File: src/hdl/twlh_pkg.sv
// Shared types and constants of the travelling-wave line history block.
package twlh_pkg;

  localparam logic OP_PRELOAD = 1'b0;
  localparam logic OP_STEP    = 1'b1;

  localparam logic [2:0] REG_DELAY_STEPS       = 3'd0;
  localparam logic [2:0] REG_ALPHA             = 3'd1;
  localparam logic [2:0] REG_COEF_FAR          = 3'd2;
  localparam logic [2:0] REG_COEF_NEAR         = 3'd3;
  localparam logic [2:0] REG_BACK_IMPEDANCE    = 3'd4;
  localparam logic [2:0] REG_INV_END_IMPEDANCE = 3'd5;
  localparam logic [2:0] REG_ROT_COS           = 3'd6;
  localparam logic [2:0] REG_ROT_SIN           = 3'd7;

  localparam logic [16:0]        ALPHA_ONE   = 17'h10000;
  localparam logic [8:0]         DELAY_RESET = 9'd1;
  localparam logic signed [25:0] ROT_ONE     = 26'sh1000000;

  typedef struct packed {
    logic              operation;
    logic              first_step;
    logic signed [31:0] volt_a_re;
    logic signed [31:0] volt_a_im;
    logic signed [31:0] volt_b_re;
    logic signed [31:0] volt_b_im;
    logic signed [31:0] cur_a_re;
    logic signed [31:0] cur_a_im;
    logic signed [31:0] cur_b_re;
    logic signed [31:0] cur_b_im;
  } item_t;

  typedef struct packed {
    logic signed [31:0] src_a_re;
    logic signed [31:0] src_a_im;
    logic signed [31:0] src_b_re;
    logic signed [31:0] src_b_im;
  } result_t;

  typedef struct packed {
    logic [8:0]         delay_steps;
    logic [16:0]        alpha;
    logic signed [31:0] coef_far;
    logic signed [31:0] coef_near;
    logic signed [31:0] back_impedance;
    logic signed [31:0] inv_end_impedance;
    logic signed [25:0] rot_cos;
    logic signed [25:0] rot_sin;
  } cfg_t;

  typedef enum logic [1:0] {
    CMD_PRELOAD = 2'd0,
    CMD_FIRST   = 2'd1,
    CMD_STEP    = 2'd2
  } cmd_kind_t;

  typedef struct packed {
    cmd_kind_t kind;
    item_t     item;
  } cmd_t;

endpackage

File: src/hdl/twlh_front.sv
// Input queue: accepts items, classifies them and hands them to the engine.
module twlh_front (
  input  logic              clk,
  input  logic              rst,
  input  logic              push,
  output logic              full,
  input  twlh_pkg::item_t   item,
  output logic              cmd_valid,
  output twlh_pkg::cmd_t    cmd,
  input  logic              cmd_take
);

  twlh_pkg::cmd_t q [2];
  twlh_pkg::cmd_t cls;
  logic           wp;
  logic           rp;
  logic [1:0]     cnt;
  logic           do_push;

  assign full      = (cnt == 2'd2);
  assign cmd_valid = (cnt != 2'd0);
  assign cmd       = q[rp];
  assign do_push   = push && !full;

  always_comb begin
    cls.item = item;
    if (item.operation == twlh_pkg::OP_PRELOAD) begin
      cls.kind = twlh_pkg::CMD_PRELOAD;
    end else if (item.first_step) begin
      cls.kind = twlh_pkg::CMD_FIRST;
    end else begin
      cls.kind = twlh_pkg::CMD_STEP;
    end
  end

  always_ff @(posedge clk) begin
    if (do_push) begin
      q[wp] <= cls;
    end
  end

  always_ff @(posedge clk) begin
    if (rst) begin
      wp  <= 1'b0;
      rp  <= 1'b0;
      cnt <= 2'd0;
    end else begin
      if (do_push) begin
        wp <= !wp;
      end
      if (cmd_take) begin
        rp <= !rp;
      end
      cnt <= cnt + 2'(do_push) - 2'(cmd_take);
    end
  end

endmodule

File: config.mk
export PLATFORM = sky130hd
export DESIGN_NAME = twlh_front
export DESIGN_NICKNAME = d
export VERILOG_FILES = /design/src/hdl/twlh_pkg.sv /design/src/hdl/twlh_front.sv
export SDC_FILE = /design/constraint.sdc
export NUM_CORES = 1
export LEC_CHECK = 0
export ABC_AREA = 0
export BUFFER_PORTS_ARGS = -buffer_cell sky130_fd_sc_hd__buf_2
export CAP_MARGIN = 20
export CORE_UTILIZATION = 48
export CTS_BUF_LIST = sky130_fd_sc_hd__clkbuf_4 sky130_fd_sc_hd__clkbuf_8
export CTS_CLUSTER_DIAMETER = 200
export CTS_CLUSTER_SIZE = 10
export DETAILED_ROUTE_END_ITERATION = 10
export PLACE_DENSITY = 0.87
export SYNTH_ARGS = -nofsm -noshare
export SYNTH_HDL_FRONTEND = slang
export SYNTH_SLANG_ARGS = --single-unit
File: constraint.sdc
create_clock -name clk -period 8.35 [get_ports clk]
set_clock_uncertainty 0.15 [all_clocks]
set_input_delay 2.0875 -clock clk [delete_from_list [all_inputs] [get_ports clk]]
set_output_delay 2.0875 -clock clk [all_outputs]
set_load 0.02 [all_outputs]
==> run_results.csv <==
group,metric,value,unit
synth,synthDominantAreaCellType,"edfxtp_1",
finish,layout-drive-gt1-share,61.5,%
synth,syn-num-nets,1100,
clock_network,clkSinkCount,525,
power_and_ir_drop,vdd.ir_drop.worst,0.000362,V
synth,netlist.area_leader.share,78.8,%
synth,synth_cell_types,20,
timing,achievable-frequency,194,MHz
synth,number_of_synthesized_flops_with_an_enable_pin,520,
clock_network,cts-buffers-inserted,58,
floorplanning,die-area,42100,sq um
synth,synth_seq_area_share,79.3,%
synth,yosys_register_bits,525,
worst_setup_path,path_class,"flip-flop to output port",
status,status,"finished clean",
floorplanning,die_w,205,microns
clock_network,cts_tree,"built",
worst_setup_path,critical_path.slowest_cell,"dfxtp_4",
power_and_ir_drop,pwr-share-comb,20.8,%
synth,cells_after_synthesis,836,
global_routing,grt_pass1_wl,56600,microns
floorplanning,row_count,74,
run,cap_violations,0,
finish,finish.cell_count_without_fillers,1950,
synth,syn-cell-area,19800,sq um
finish,finish.utilization,58.6,%
synth,synth_ff_type,"edfxtp_1",
floorplanning,number_of_top_level_pins,524,
floorplanning,core,40700,sq um
worst_setup_path,startpoint_type,"flip-flop",
worst_setup_path,highest_net_fanout_along_the_worst_path,104,
global_routing,first_global_vias,10205,
global_routing,grt_max_degree,156,
power_and_ir_drop,p_sw_share,27.1,%
worst_setup_path,cpLargestDelayFamily,"flip-flops",
drt,routed_via_density,5.03,
drt,route.vias.total,9816,
power_and_ir_drop,power.density_cell_area,261,nW/um^2
synth,synth.cells.most_frequent,"edfxtp_1 (520), mux2_4 (200), mux2_2 (60), buf_6 (23), buf_2 (6)",
drt,detail_route.iter0.violations,542,
worst_setup_path,slowest_stage_delay_on_critical_path,0.94,ns
synth,ys.warnings.count,0,
clock_network,clock_tree_root_buffer_cell,"clkbuf_8",
worst_setup_path,crit_path_cell_trace,"buf_12 -> mux2_2 -> buf_2",
worst_setup_path,critPathArrivalTime,2.93,ns
drt,route.detailed.wl_per_inst,20.8,microns
timing,rsz0062_at_grt,"no",
clock_network,cts-resized-gates,0,
worst_setup_path,critical_path.endpoint_type,"output port",
global_routing,antenna_found_initial,15,
clock_network,hold_buffers,0,
min_path,hp-class,"flip-flop to flip-flop",
timing,layout_min_cycle_time,5.16,ns
synth,synth_area_leaders,"edfxtp_1 (79%), mux2_4 (15%), mux2_2 (3.4%)",
timing,setup_violations,0,
placed_design,numPortBuffers,523,
synth,ys_async_sr_fraction,0,%
drt,antenna_violating_nets_post_route,0,
clock_network,path_clk_slew,0.07,ns
timing,timing_hold_violations_final,0,
global_routing,grt_overflow_total,0,
timing,timing.slew.headroom,20.1,%
power_and_ir_drop,pwr-share-clk,24.3,%
power_and_ir_drop,power.static_leakage,0.00928,uW
placed_design,post-place-cells,1867,
placed_design,routabilityCongestion,0.811,
timing,report.final.slew_viol_count,0,
synth,post-synth-top-count-cell,"edfxtp_1",
drt,wirelength,40500,microns
clock_network,setup_repair_bufs_after_cts,0,
finish,num-nets-final,1659,
power_and_ir_drop,power_switching,1690,uW
floorplanning,die_y,205,microns
drt,drc,0,
drt,detailedRoute.firstPassIterationCount,4,
synth,mean_instance_size_in_the_synthesized_netlist,23.7,sq um
worst_setup_path,crit_buf_inv,2,
clock_network,cts_max_path_buffers,3,
timing,final.period_utilization,61.9,%
power_and_ir_drop,seq_power_share,54.9,%
finish,syn2layout_area_growth,20.4,%
power_and_ir_drop,p_int,4530,uW
global_routing,gr-usage-all-layers,18.2,%
worst_setup_path,worstPathRequired,6.11,ns
floorplanning,floorplan.initialDensity,48.6,%
clock_network,latest_clock_arrival_within_the_worst_skew_pair,0.64,ns
clock_network,htree_levels,2,
timing,final.setup.tns,0,ns
timing,worst-slew-pin-transition,1.20,ns
placed_design,place.detailed.hpwl,27300,microns
logic make-up (layout without fill, tap and decap cells):
logic type	count (synthesis)	count (layout)	share of synthesized area (%)
other cells	0	9	0
compound gates	2	2	0.0505
flops	525	525	79.3
buf+inv	33	606	1.53
fa+ha+maj	2	2	0.126
mux	260	260	18.6
xor+xnor	3	3	0.133
simple gates	11	11	0.297
path summary, 6_finish.rpt:
path	from	end	slack (ns)	cells past startpoint
max reg2reg	cnt[0]	q[0][192]	5.12	5
min	rp	flip-flop	0.37	2
max	flip-flop	cmd[11]	3.19	3
min reg2reg	rp	flip-flop	0.37	2
sequential cells by signal, summed over array words and instances, names as in the netlist, named ones only:
signal / flops
q: 520
cnt: 2
rp: 1
wp: 1
worst register-to-register path: stages (launching register included):
cell      delay, ns
dfxtp_1        0.34
nand2b_1       0.20
inv_1          0.11
or3_1          0.43
inv_8          0.52
buf_12         0.62
final cells by class:
class / instances / area [sq um]
Multi-Input combinational cell: 278 / 3800
Fill cell: 2953 / 16900
Clock inverter: 2 / 15.0
Antenna cell: 9 / 22.5
Clock buffer: 72 / 910
Sequential cell: 525 / 15700
Timing Repair Buffer: 528 / 2710
Inverter: 4 / 22.5
Tap cell: 532 / 666
per-stage QoR:
step	cell area, sq um	setup WS [ns]	power [uW]	hold slack (ns)
4_1_cts	23800	3.07	6290	0.363
5_1_grt	23900	2.99	6460	0.427
2_1_floorplan	19800	0.0856	4400	0.301
3_3_place_gp	22900	3.68	4720	0.329
3_5_place_dp	22900	3.64	4770	0.341
6_report	23900	3.19	6220	0.373
power by group through the flow:
stage	clock network, uW	logic [uW]	registers, uW
floorplan	0	898	3500
global placement	0	1280	3440
detailed placement	0	1310	3470
CTS	1560	1310	3410
global route	1650	1370	3440
finish	1510	1290	3410
placed cells by master, fill, tap and decap left out:
| cell | netlist | layout |
|---|---|---|
| a21oi_1 | 1 | 1 |
| and2_1 | 1 | 1 |
| and3_4 | 0 | 1 |
| buf_12 | 0 | 4 |
| buf_2 | 6 | 523 |
| buf_4 | 0 | 1 |
| clkbuf_4 | 0 | 13 |
| clkbuf_8 | 0 | 59 |
| clkinvlp_4 | 0 | 2 |
| dfxtp_1 | 5 | 4 |
| dfxtp_4 | 0 | 1 |
| diode_2 | 0 | 9 |
| edfxtp_1 | 520 | 520 |
| ha_1 | 2 | 2 |
| inv_1 | 4 | 3 |
| inv_8 | 0 | 1 |
| mux2_2 | 60 | 60 |
| mux2_4 | 200 | 200 |
| nand2_1 | 1 | 1 |
| nand2b_1 | 1 | 1 |
| nor2_1 | 3 | 3 |
| nor2b_1 | 2 | 2 |
| o21ai_0 | 1 | 1 |
| or2_2 | 1 | 1 |
| or3_1 | 1 | 1 |
| xnor2_1 | 2 | 2 |
| xor2_1 | 1 | 1 |
metal layers:
metal	routed length (microns)	share of wire (%)	GRT usage, %
met5	79	0.20	0
met4	1370	3.4	7.78
met3	3470	8.6	6.60
met2	21100	52	32.1
met1	14500	36	19.5
Power figures use the tool's default switching activity.
